## src/rtl/lfu_pkg.sv

```systemverilog
// ----------------------------------------------------------------------------
// lfu_pkg: shared types and constants
// Sizes, frame word and broadcast control for the lfu page replacement block.
// ----------------------------------------------------------------------------
package lfu_pkg;

    localparam int MAX_FRAMES = 16;
    localparam int PAGE_BITS  = 16;
    localparam int COUNT_BITS = 16;

    localparam int SLOT_W  = (MAX_FRAMES > 1) ? $clog2(MAX_FRAMES) : 1;
    localparam int NFR_W   = $clog2(MAX_FRAMES + 1);
    localparam int STAMP_W = 32;
    localparam int CFG_W   = 5;
    localparam int IN_PAGE_W  = 16;
    localparam int OUT_SLOT_W = 4;

    typedef logic [PAGE_BITS-1:0]  page_t;
    typedef logic [COUNT_BITS-1:0] count_t;
    typedef logic [SLOT_W-1:0]     slot_t;
    typedef logic [NFR_W-1:0]      nfr_t;
    typedef logic [STAMP_W-1:0]    stamp_t;

    localparam count_t COUNT_MAX = '1;
    localparam stamp_t STAMP_MAX = '1;

    // search word moving down the row of frames
    typedef struct packed {
        logic   vld;
        page_t  page;
        logic   done;
        logic   hit;
        slot_t  slot;
        count_t best_cnt;
        stamp_t best_stamp;
        slot_t  best_slot;
        page_t  best_tag;
    } word_t;

    // values broadcast to every frame
    typedef struct packed {
        nfr_t   n;
        stamp_t stamp;
        logic   ld_en;
        slot_t  ld_slot;
        page_t  ld_page;
    } bcast_t;

    function automatic stamp_t sat_inc32(input stamp_t v);
        return (v == STAMP_MAX) ? v : v + stamp_t'(1);
    endfunction

    function automatic page_t page_from_in(input logic [IN_PAGE_W-1:0] p);
        logic [63:0] x;
        x = 64'(p);
        return x[PAGE_BITS-1:0];
    endfunction

    function automatic logic [IN_PAGE_W-1:0] page_to_out(input page_t p);
        logic [63:0] x;
        x = 64'(p);
        return x[IN_PAGE_W-1:0];
    endfunction

    function automatic logic [OUT_SLOT_W-1:0] slot_to_out(input slot_t s);
        logic [63:0] x;
        x = 64'(s);
        return x[OUT_SLOT_W-1:0];
    endfunction

endpackage

```

## src/rtl/lfu_ifs.sv

```systemverilog
// ----------------------------------------------------------------------------
// lfu channel interfaces
// Valid/ready channels for page references, results and configuration.
// ----------------------------------------------------------------------------
interface lfu_req_if;
    logic        valid;
    logic        ready;
    logic [15:0] page_number;

    modport source (output valid, output page_number, input ready);
    modport sink   (input valid, input page_number, output ready);
endinterface

interface lfu_rsp_if;
    logic        valid;
    logic        ready;
    logic        hit;
    logic [3:0]  frame_slot;
    logic        evicted_valid;
    logic [15:0] evicted_page;
    logic [31:0] fault_total;

    modport source (output valid, output hit, output frame_slot, output evicted_valid,
                    output evicted_page, output fault_total, input ready);
    modport sink   (input valid, input hit, input frame_slot, input evicted_valid,
                    input evicted_page, input fault_total, output ready);
endinterface

interface lfu_cfg_if;
    logic       valid;
    logic       ready;
    logic [4:0] frames_in_use;

    modport source (output valid, output frames_in_use, input ready);
    modport sink   (input valid, input frames_in_use, output ready);
endinterface

```

## src/rtl/lfu_cell.sv

```systemverilog
// ----------------------------------------------------------------------------
// lfu_cell: one page frame
// Holds tag, use count and load stamp; checks the passing search word.
// ----------------------------------------------------------------------------
module lfu_cell (
    input  logic            clk,
    input  logic            rst_n,
    input  lfu_pkg::slot_t  idx,
    input  lfu_pkg::bcast_t bc,
    input  lfu_pkg::word_t  word_in,
    output lfu_pkg::word_t  word_out
);

    logic             valid_reg;
    lfu_pkg::page_t   tag_reg;
    lfu_pkg::count_t  cnt_reg;
    lfu_pkg::stamp_t  stamp_reg;
    lfu_pkg::word_t   word_reg;
    lfu_pkg::word_t   word_next;

    logic            active;
    logic            scan_load;
    logic            ev_load;
    logic            bump;
    logic            better;
    lfu_pkg::page_t  ld_page;

    assign active = lfu_pkg::NFR_W'(idx) < bc.n;
    assign ev_load = bc.ld_en && (bc.ld_slot == idx);
    assign better = (cnt_reg < word_in.best_cnt) ||
                    ((cnt_reg == word_in.best_cnt) && (stamp_reg < word_in.best_stamp));

    always_comb
    begin
        word_next = word_in;
        scan_load = 1'b0;
        bump      = 1'b0;
        if (word_in.vld && active && !word_in.done)
        begin
            if (!valid_reg)
            begin
                scan_load      = 1'b1;
                word_next.done = 1'b1;
                word_next.hit  = 1'b0;
                word_next.slot = idx;
            end
            else if (tag_reg == word_in.page)
            begin
                bump           = 1'b1;
                word_next.done = 1'b1;
                word_next.hit  = 1'b1;
                word_next.slot = idx;
            end
            else if ((idx == '0) || better)
            begin
                word_next.best_cnt   = cnt_reg;
                word_next.best_stamp = stamp_reg;
                word_next.best_slot  = idx;
                word_next.best_tag   = tag_reg;
            end
        end
    end

    assign ld_page = scan_load ? word_in.page : bc.ld_page;

    always_ff @(posedge clk or negedge rst_n)
    begin
        if (!rst_n)
        begin
            valid_reg <= 1'b0;
            tag_reg   <= '0;
            cnt_reg   <= '0;
            stamp_reg <= '0;
            word_reg  <= '0;
        end
        else
        begin
            word_reg <= word_next;
            if (scan_load || ev_load)
            begin
                valid_reg <= 1'b1;
                tag_reg   <= ld_page;
                cnt_reg   <= lfu_pkg::count_t'(1);
                stamp_reg <= bc.stamp;
            end
            else if (bump && (cnt_reg != lfu_pkg::COUNT_MAX))
            begin
                cnt_reg <= cnt_reg + lfu_pkg::count_t'(1);
            end
        end
    end

    assign word_out = word_reg;

endmodule

```

## src/rtl/lfu_chain.sv

```systemverilog
// ----------------------------------------------------------------------------
// lfu_chain: row of frame cells
// The search word moves one frame per cycle from slot 0 upward.
// ----------------------------------------------------------------------------
module lfu_chain (
    input  logic            clk,
    input  logic            rst_n,
    input  lfu_pkg::bcast_t bc,
    input  lfu_pkg::word_t  word_in,
    output lfu_pkg::word_t  word_out
);

    lfu_pkg::word_t link [lfu_pkg::MAX_FRAMES+1];

    assign link[0] = word_in;

    for (genvar i = 0; i < lfu_pkg::MAX_FRAMES; i++)
    begin : g_cell
        lfu_cell u_cell (
            .clk      (clk),
            .rst_n    (rst_n),
            .idx      (lfu_pkg::SLOT_W'(i)),
            .bc       (bc),
            .word_in  (link[i]),
            .word_out (link[i+1])
        );
    end

    assign word_out = link[lfu_pkg::MAX_FRAMES];

endmodule

```

## src/rtl/lfu_page_replacement.sv

```systemverilog
// ----------------------------------------------------------------------------
// lfu_page_replacement: least frequently used page replacement
// One page reference in, one hit/fault word out.
//
// req carries a page number word, rsp returns hit, frame slot, evicted page
// and the running fault count, cfg writes frames_in_use (always ready).
// A reference walks a row of MAX_FRAMES frame cells, one cell per cycle,
// then a tail stage settles the victim and the counters. The row holds one
// reference at a time, so the next reference is taken the cycle after the
// previous result is committed. The output register lets a new reference
// enter while the last result waits; if rsp stays stalled the finished word
// waits in the tail stage and req stays low until it moves on.
// Reset empties all frames, clears the reference and fault counters and sets
// frames_in_use to 16.
// ----------------------------------------------------------------------------
module lfu_page_replacement (
    input  logic        clk,
    input  logic        rst_n,
    lfu_req_if.sink     req,
    lfu_rsp_if.source   rsp,
    lfu_cfg_if.sink     cfg
);

    logic [lfu_pkg::CFG_W-1:0] fiu_reg;
    lfu_pkg::nfr_t             n_act;
    lfu_pkg::stamp_t           ref_reg;
    lfu_pkg::stamp_t           fault_reg;
    lfu_pkg::stamp_t           fault_next;
    logic                      busy_reg;
    logic                      pend_reg;
    lfu_pkg::word_t            tail_reg;
    lfu_pkg::word_t            word_in;
    lfu_pkg::word_t            word_out;
    lfu_pkg::bcast_t           bc;
    logic                      accept;
    logic                      commit;
    logic                      is_hit;

    logic        rsp_valid_reg;
    logic        hit_reg;
    logic [3:0]  slot_reg;
    logic        ev_valid_reg;
    logic [15:0] ev_page_reg;
    logic [31:0] total_reg;

    // active frame count, clamped to one and to the row length
    always_comb
    begin
        if (fiu_reg == '0)
            n_act = lfu_pkg::nfr_t'(1);
        else if (int'(fiu_reg) > lfu_pkg::MAX_FRAMES)
            n_act = lfu_pkg::nfr_t'(lfu_pkg::MAX_FRAMES);
        else
            n_act = lfu_pkg::nfr_t'(fiu_reg);
    end

    assign req.ready = !busy_reg;
    assign cfg.ready = 1'b1;
    assign accept    = req.valid && !busy_reg;
    assign commit    = pend_reg && (!rsp_valid_reg || rsp.ready);
    assign is_hit    = tail_reg.done && tail_reg.hit;

    always_comb
    begin
        word_in      = '0;
        word_in.vld  = accept;
        word_in.page = lfu_pkg::page_from_in(req.page_number);
    end

    always_comb
    begin
        bc.n       = n_act;
        bc.stamp   = ref_reg;
        bc.ld_en   = commit && !tail_reg.done;
        bc.ld_slot = tail_reg.best_slot;
        bc.ld_page = tail_reg.page;
    end

    assign fault_next = is_hit ? fault_reg : lfu_pkg::sat_inc32(fault_reg);

    lfu_chain u_chain (
        .clk      (clk),
        .rst_n    (rst_n),
        .bc       (bc),
        .word_in  (word_in),
        .word_out (word_out)
    );

    always_ff @(posedge clk or negedge rst_n)
    begin
        if (!rst_n)
        begin
            fiu_reg       <= lfu_pkg::CFG_W'(16);
            ref_reg       <= '0;
            fault_reg     <= '0;
            busy_reg      <= 1'b0;
            pend_reg      <= 1'b0;
            rsp_valid_reg <= 1'b0;
        end
        else
        begin
            if (cfg.valid)
                fiu_reg <= cfg.frames_in_use;
            if (accept)
                busy_reg <= 1'b1;
            else if (commit)
                busy_reg <= 1'b0;
            if (word_out.vld)
                pend_reg <= 1'b1;
            else if (commit)
                pend_reg <= 1'b0;
            if (commit)
            begin
                ref_reg       <= lfu_pkg::sat_inc32(ref_reg);
                fault_reg     <= fault_next;
                rsp_valid_reg <= 1'b1;
            end
            else if (rsp.ready)
            begin
                rsp_valid_reg <= 1'b0;
            end
        end
    end

    // payload registers
    always_ff @(posedge clk)
    begin
        if (word_out.vld)
            tail_reg <= word_out;
        if (commit)
        begin
            hit_reg      <= is_hit;
            slot_reg     <= tail_reg.done ? lfu_pkg::slot_to_out(tail_reg.slot)
                                          : lfu_pkg::slot_to_out(tail_reg.best_slot);
            ev_valid_reg <= !tail_reg.done;
            ev_page_reg  <= tail_reg.done ? 16'd0 : lfu_pkg::page_to_out(tail_reg.best_tag);
            total_reg    <= fault_next;
        end
    end

    assign rsp.valid         = rsp_valid_reg;
    assign rsp.hit           = hit_reg;
    assign rsp.frame_slot    = slot_reg;
    assign rsp.evicted_valid = ev_valid_reg;
    assign rsp.evicted_page  = ev_page_reg;
    assign rsp.fault_total   = total_reg;

endmodule

```

## src/flat_wrapper.sv

```systemverilog
// flat-port wrapper written by rule: the top's interface ports become plain ports
module lfu_page_replacement_flat 
  (clk, rst_n, req_valid, req_page_number, req_ready, rsp_valid, rsp_hit, rsp_frame_slot, rsp_evicted_valid, rsp_evicted_page, rsp_fault_total, rsp_ready, cfg_valid, cfg_frames_in_use, cfg_ready);
  lfu_req_if req_i ();
  lfu_rsp_if rsp_i ();
  lfu_cfg_if cfg_i ();
  input  logic clk;
  input  logic rst_n;
  input wire logic [$bits(req_i.valid)-1:0] req_valid;
  input wire logic [$bits(req_i.page_number)-1:0] req_page_number;
  output wire logic [$bits(req_i.ready)-1:0] req_ready;
  output wire logic [$bits(rsp_i.valid)-1:0] rsp_valid;
  output wire logic [$bits(rsp_i.hit)-1:0] rsp_hit;
  output wire logic [$bits(rsp_i.frame_slot)-1:0] rsp_frame_slot;
  output wire logic [$bits(rsp_i.evicted_valid)-1:0] rsp_evicted_valid;
  output wire logic [$bits(rsp_i.evicted_page)-1:0] rsp_evicted_page;
  output wire logic [$bits(rsp_i.fault_total)-1:0] rsp_fault_total;
  input wire logic [$bits(rsp_i.ready)-1:0] rsp_ready;
  input wire logic [$bits(cfg_i.valid)-1:0] cfg_valid;
  input wire logic [$bits(cfg_i.frames_in_use)-1:0] cfg_frames_in_use;
  output wire logic [$bits(cfg_i.ready)-1:0] cfg_ready;
  assign req_i.valid = req_valid;
  assign req_i.page_number = req_page_number;
  assign req_ready = req_i.ready;
  assign rsp_valid = rsp_i.valid;
  assign rsp_hit = rsp_i.hit;
  assign rsp_frame_slot = rsp_i.frame_slot;
  assign rsp_evicted_valid = rsp_i.evicted_valid;
  assign rsp_evicted_page = rsp_i.evicted_page;
  assign rsp_fault_total = rsp_i.fault_total;
  assign rsp_i.ready = rsp_ready;
  assign cfg_i.valid = cfg_valid;
  assign cfg_i.frames_in_use = cfg_frames_in_use;
  assign cfg_ready = cfg_i.ready;
  lfu_page_replacement u_core (.clk(clk), .rst_n(rst_n), .req(req_i), .rsp(rsp_i), .cfg(cfg_i));
endmodule
```

## config.mk

```make
export PLATFORM = sky130hd
export DESIGN_NAME = lfu_page_replacement_flat
export DESIGN_NICKNAME = d
export VERILOG_FILES = /design/src/rtl/lfu_pkg.sv /design/src/rtl/lfu_ifs.sv /design/src/rtl/lfu_cell.sv /design/src/rtl/lfu_chain.sv /design/src/rtl/lfu_page_replacement.sv /design/src/flat_wrapper.sv
export SDC_FILE = /design/constraint.sdc
export NUM_CORES = 2
export LEC_CHECK = 0
export BUFFER_PORTS_ARGS = -buffer_cell sky130_fd_sc_hd__buf_2
export CAP_MARGIN = 20
export CORE_MARGIN = 2
export CORE_UTILIZATION = 58
export CTS_CLUSTER_DIAMETER = 30
export DETAILED_ROUTE_END_ITERATION = 10
export MAX_ROUTING_LAYER = met4
export PLACE_DENSITY_LB_ADDON = 0.3
export SLEW_MARGIN = 20
export SYNTH_ARGS = -nofsm -noshare
export SYNTH_HDL_FRONTEND = slang
export SYNTH_HIERARCHICAL = 1
export SYNTH_SLANG_ARGS = --single-unit
```

## constraint.sdc

```tcl
create_clock -name clk -period 2.8 [get_ports clk]
set_input_delay 0.7 -clock clk [delete_from_list [all_inputs] [get_ports clk]]
set_output_delay 0.7 -clock clk [all_outputs]
set_load 0.01 [all_outputs]
```

==> key figures <==
Clock network
  • Htree depth: 5
  • Sink Count: around 2600
  • Cts bufs inserted: around 490
  • Root Driver: clkbuf_16
  • CTS tree: done
  • Max clock buf depth: 4
  • Worst skew pair latency: a little over 1000 ps
  • Worst-path clk slew: 50 ps

Power and ir drop
  • Final Total Pwr: between 100 and 150 mW
  • P per Cell Area: 833 nW/um^2
  • Worst-case vdd ir drop: 701 uV
  • Leakage: 79.9 nW

Worst setup path
  • WS Path Type: flip-flop to flip-flop
  • Peak per-stage delay on the critical path: 400 ps
  • Critical-path cell list: inv_2, ha_4, a211oi_2, o21ai_1, a211oi_2, buf_4, o21ai_4, a221o_1, a211oi_4, buf_6, buf_12, buf_12, mux2_2
  • Worst-path maximum fanout: 6
  • CP Launch Point: u_core/u_chain/g_cell[0].u_cell/word_out[22]$_DFF_PN0_
  • Critical Path Stages: 13
  • Startpoint Class: flip-flop
  • Data arrival, critical path: 3990 ps
  • R2r worst-path depth: 13
  • CP max-delay cell: dfrtp_1
  • Worst setup EP type: flip-flop
  • CP bufs+invs: 5
  • Crit path capture: u_core/u_chain/g_cell[1].u_cell/word_out[17]$_DFF_PN0_
  • WP data required: 3620 ps
  • CP delay by family, top: compound AO/OA/AOI/OAI gates
  • Worst R2R Start: u_core/u_chain/g_cell[0].u_cell/word_out[22]$_DFF_PN0_
  • Flop2flop setup slack: -370 ps
  • R2R Path End: u_core/u_chain/g_cell[1].u_cell/word_out[17]$_DFF_PN0_

Placement
  • Post-DP HPWL: approximately 220 mm
  • Port bufs: 81
  • GP Congestion: 0.909
  • Pre-CTS setup slack: -684 ps

Routing
  • Iteration-0 DRC Markers: 8613
  • DR vias/cell: 5.86
  • Post-route DRC: 0
  • WL/cell: between 20 and 25 um
  • Number of routed nets with antenna violations: 0
  • DR vias: 96900
  • DRT Wirelength: 389 mm
  • Iteration count of the initial detailed-routing pass: 8

Flow run
  • Max-Cap Viols: 0

Global routing
  • Largest net degree at the start of global routing: 129
  • Vias in the first global route: between 90000 and 100k
  • Antenna violations before repair: 13
  • First-pass GRT wire length: roughly 540 mm
  • GRT Total Usage: 32.7%
  • Congestion Overflow GR: 0

Floorplanning
  • Core region area: 213000 sq um
  • Starting density of the core: 58.5%
  • Die Ht: 467 um
  • IO Pins: 83
  • Die width: 467 um
  • Row count: 169
  • Die area: 218000 sq um

Layout
  • Fraction of layout cells with a size suffix above 1: 27.7%
  • Layout area overhead: 32.7%
  • Max FFs per register: 1408
  • Nets: roughly 14000
  • Area occupied by multi-input gates: 60900 sq um
  • Utilization after layout: 77.6%
  • FF/Latch Area: 66000 sq um
  • Filler instances: approximately 11000

Logic synthesis
  • Mapped Avg Cell Area: 10.9 sq um
  • Area of the mapped netlist: 124000 sq um
  • Synthesized instance count: 11400
  • Syn. warnings: 6

STA
  • Number of hold violations in the final report: 0
  • Worst-Margin Slew: 1120 ps
  • RSZ-0062 raised after global routing: yes
  • Worst rel slew slack: between 20% and 30%
  • F_max: 315 MHz
  • WHS: ~81 ps
  • Period Utilization, post-route: 113%
  • Clock skew: 88.2 ps
  • Post-layout minimum cycle time: 3170 ps
  • Setup TNS: -219350 ps
  • Final Max Tran Viols: 0
  • # setup viols final: around 1300
  • Worst Slack Setup Final: -373 ps

Worst hold path
  • HP Class: input port to flip-flop

Outcome
  • Failing checks: negative setup slack
  • Outcome: complete, but fails checks
## where the power goes
part           leakage [nW]  internal [mW]  switching (mW)
Sequential             33.4           44.6            5.32
Clock                  8.22           39.9            20.4
Combinational          38.3           14.0            13.1
Total                  79.9           98.5            38.8
## per-layer routing
metal | vias to the layer above | GRT usage, % | part of all wire (%)
met5 | - | - | 0
met4 | 0 | 20.7 | 8.6
met3 | 1831 | 5.30 | 6.6
met2 | 4495 | 52.9 | 49
met1 | 48400 | 38.2 | 36
li1 | 42100 | - | -
## stage by stage
step	std cells	instance area [sq um]
floorplan	11800	126000
global placement	15300	137000
detailed placement	15300	137000
CTS	16300	157000
global route	16500	165000
finish	16500	165000
## timing repair
| action | CTS | global route |
|---|---|---|
| endpoints found under the hold margin | 287 | 0 |
| buffers inserted | 57 | 124 |
| gates cloned | 33 | 79 |
| hold buffers | 18 | 0 |
| gates resized for setup | 332 | 1257 |
| pin swaps | 67 | 283 |
| setup endpoints to repair | 1489 | 1634 |
## cell usage in the layout, fill, tap and decap left out, types with 59 or more instances in the layout
cell,n
a21oi_1,308
buf_12,156
buf_2,81
buf_4,899
bufinv_16,63
clkbuf_1,59
clkbuf_16,558
clkbuf_8,60
clkinv_2,62
clkinvlp_4,62
conb_1,444
dfrtp_1,2513
edfxtp_1,96
ha_1,712
ha_4,97
inv_1,855
mux2_1,68
mux2_2,273
mux2_4,771
mux2i_1,278
nand2_1,2247
nand3_1,138
nand4_1,232
nor2_1,353
nor2b_1,74
nor4_1,109
o21ai_0,445
xnor2_1,129
xor2_1,439
## worst min path at each step
stage / start / end / slack (ps) / cells after the start
3_3_place_gp: u_core/u_chain/g_cell[14].u_cell/word_out[90]$_DFF_PN0_ / u_core/u_chain/g_cell[15].u_cell/word_out[90]$_DFF_PN0_ / 360 / 0
2_1_floorplan: u_core/u_chain/g_cell[9].u_cell/word_out[90]$_DFF_PN0_ / u_core/u_chain/g_cell[10].u_cell/word_out[90]$_DFF_PN0_ / 350 / 0
6_report: cfg_frames_in_use[4] / u_core/fiu_reg[4]$_DFFE_PN1P_ / 80 / 2
4_1_cts: cfg_frames_in_use[2] / u_core/fiu_reg[2]$_DFFE_PN0P_ / 60 / 2
5_1_grt: cfg_frames_in_use[4] / u_core/fiu_reg[4]$_DFFE_PN1P_ / 40 / 2
3_5_place_dp: u_core/u_chain/g_cell[3].u_cell/word_out[90]$_DFF_PN0_ / u_core/u_chain/g_cell[4].u_cell/word_out[90]$_DFF_PN0_ / 360 / 0
## cell type report
type / count / share of cell area, %
Multi-Input combinational cell: 7941 / 37.0
Sequential cell: 2616 / 40.0
Timing Repair Buffer: 1326 / 8.43
Inverter: 921 / 2.12
Tap cell: 2821 / 2.14
Antenna cell: 14 / 0.0212
Clock buffer: 617 / 8.19
Clock inverter: 288 / 2.17
No activity file was read; power rests on OpenSTA's default activity.
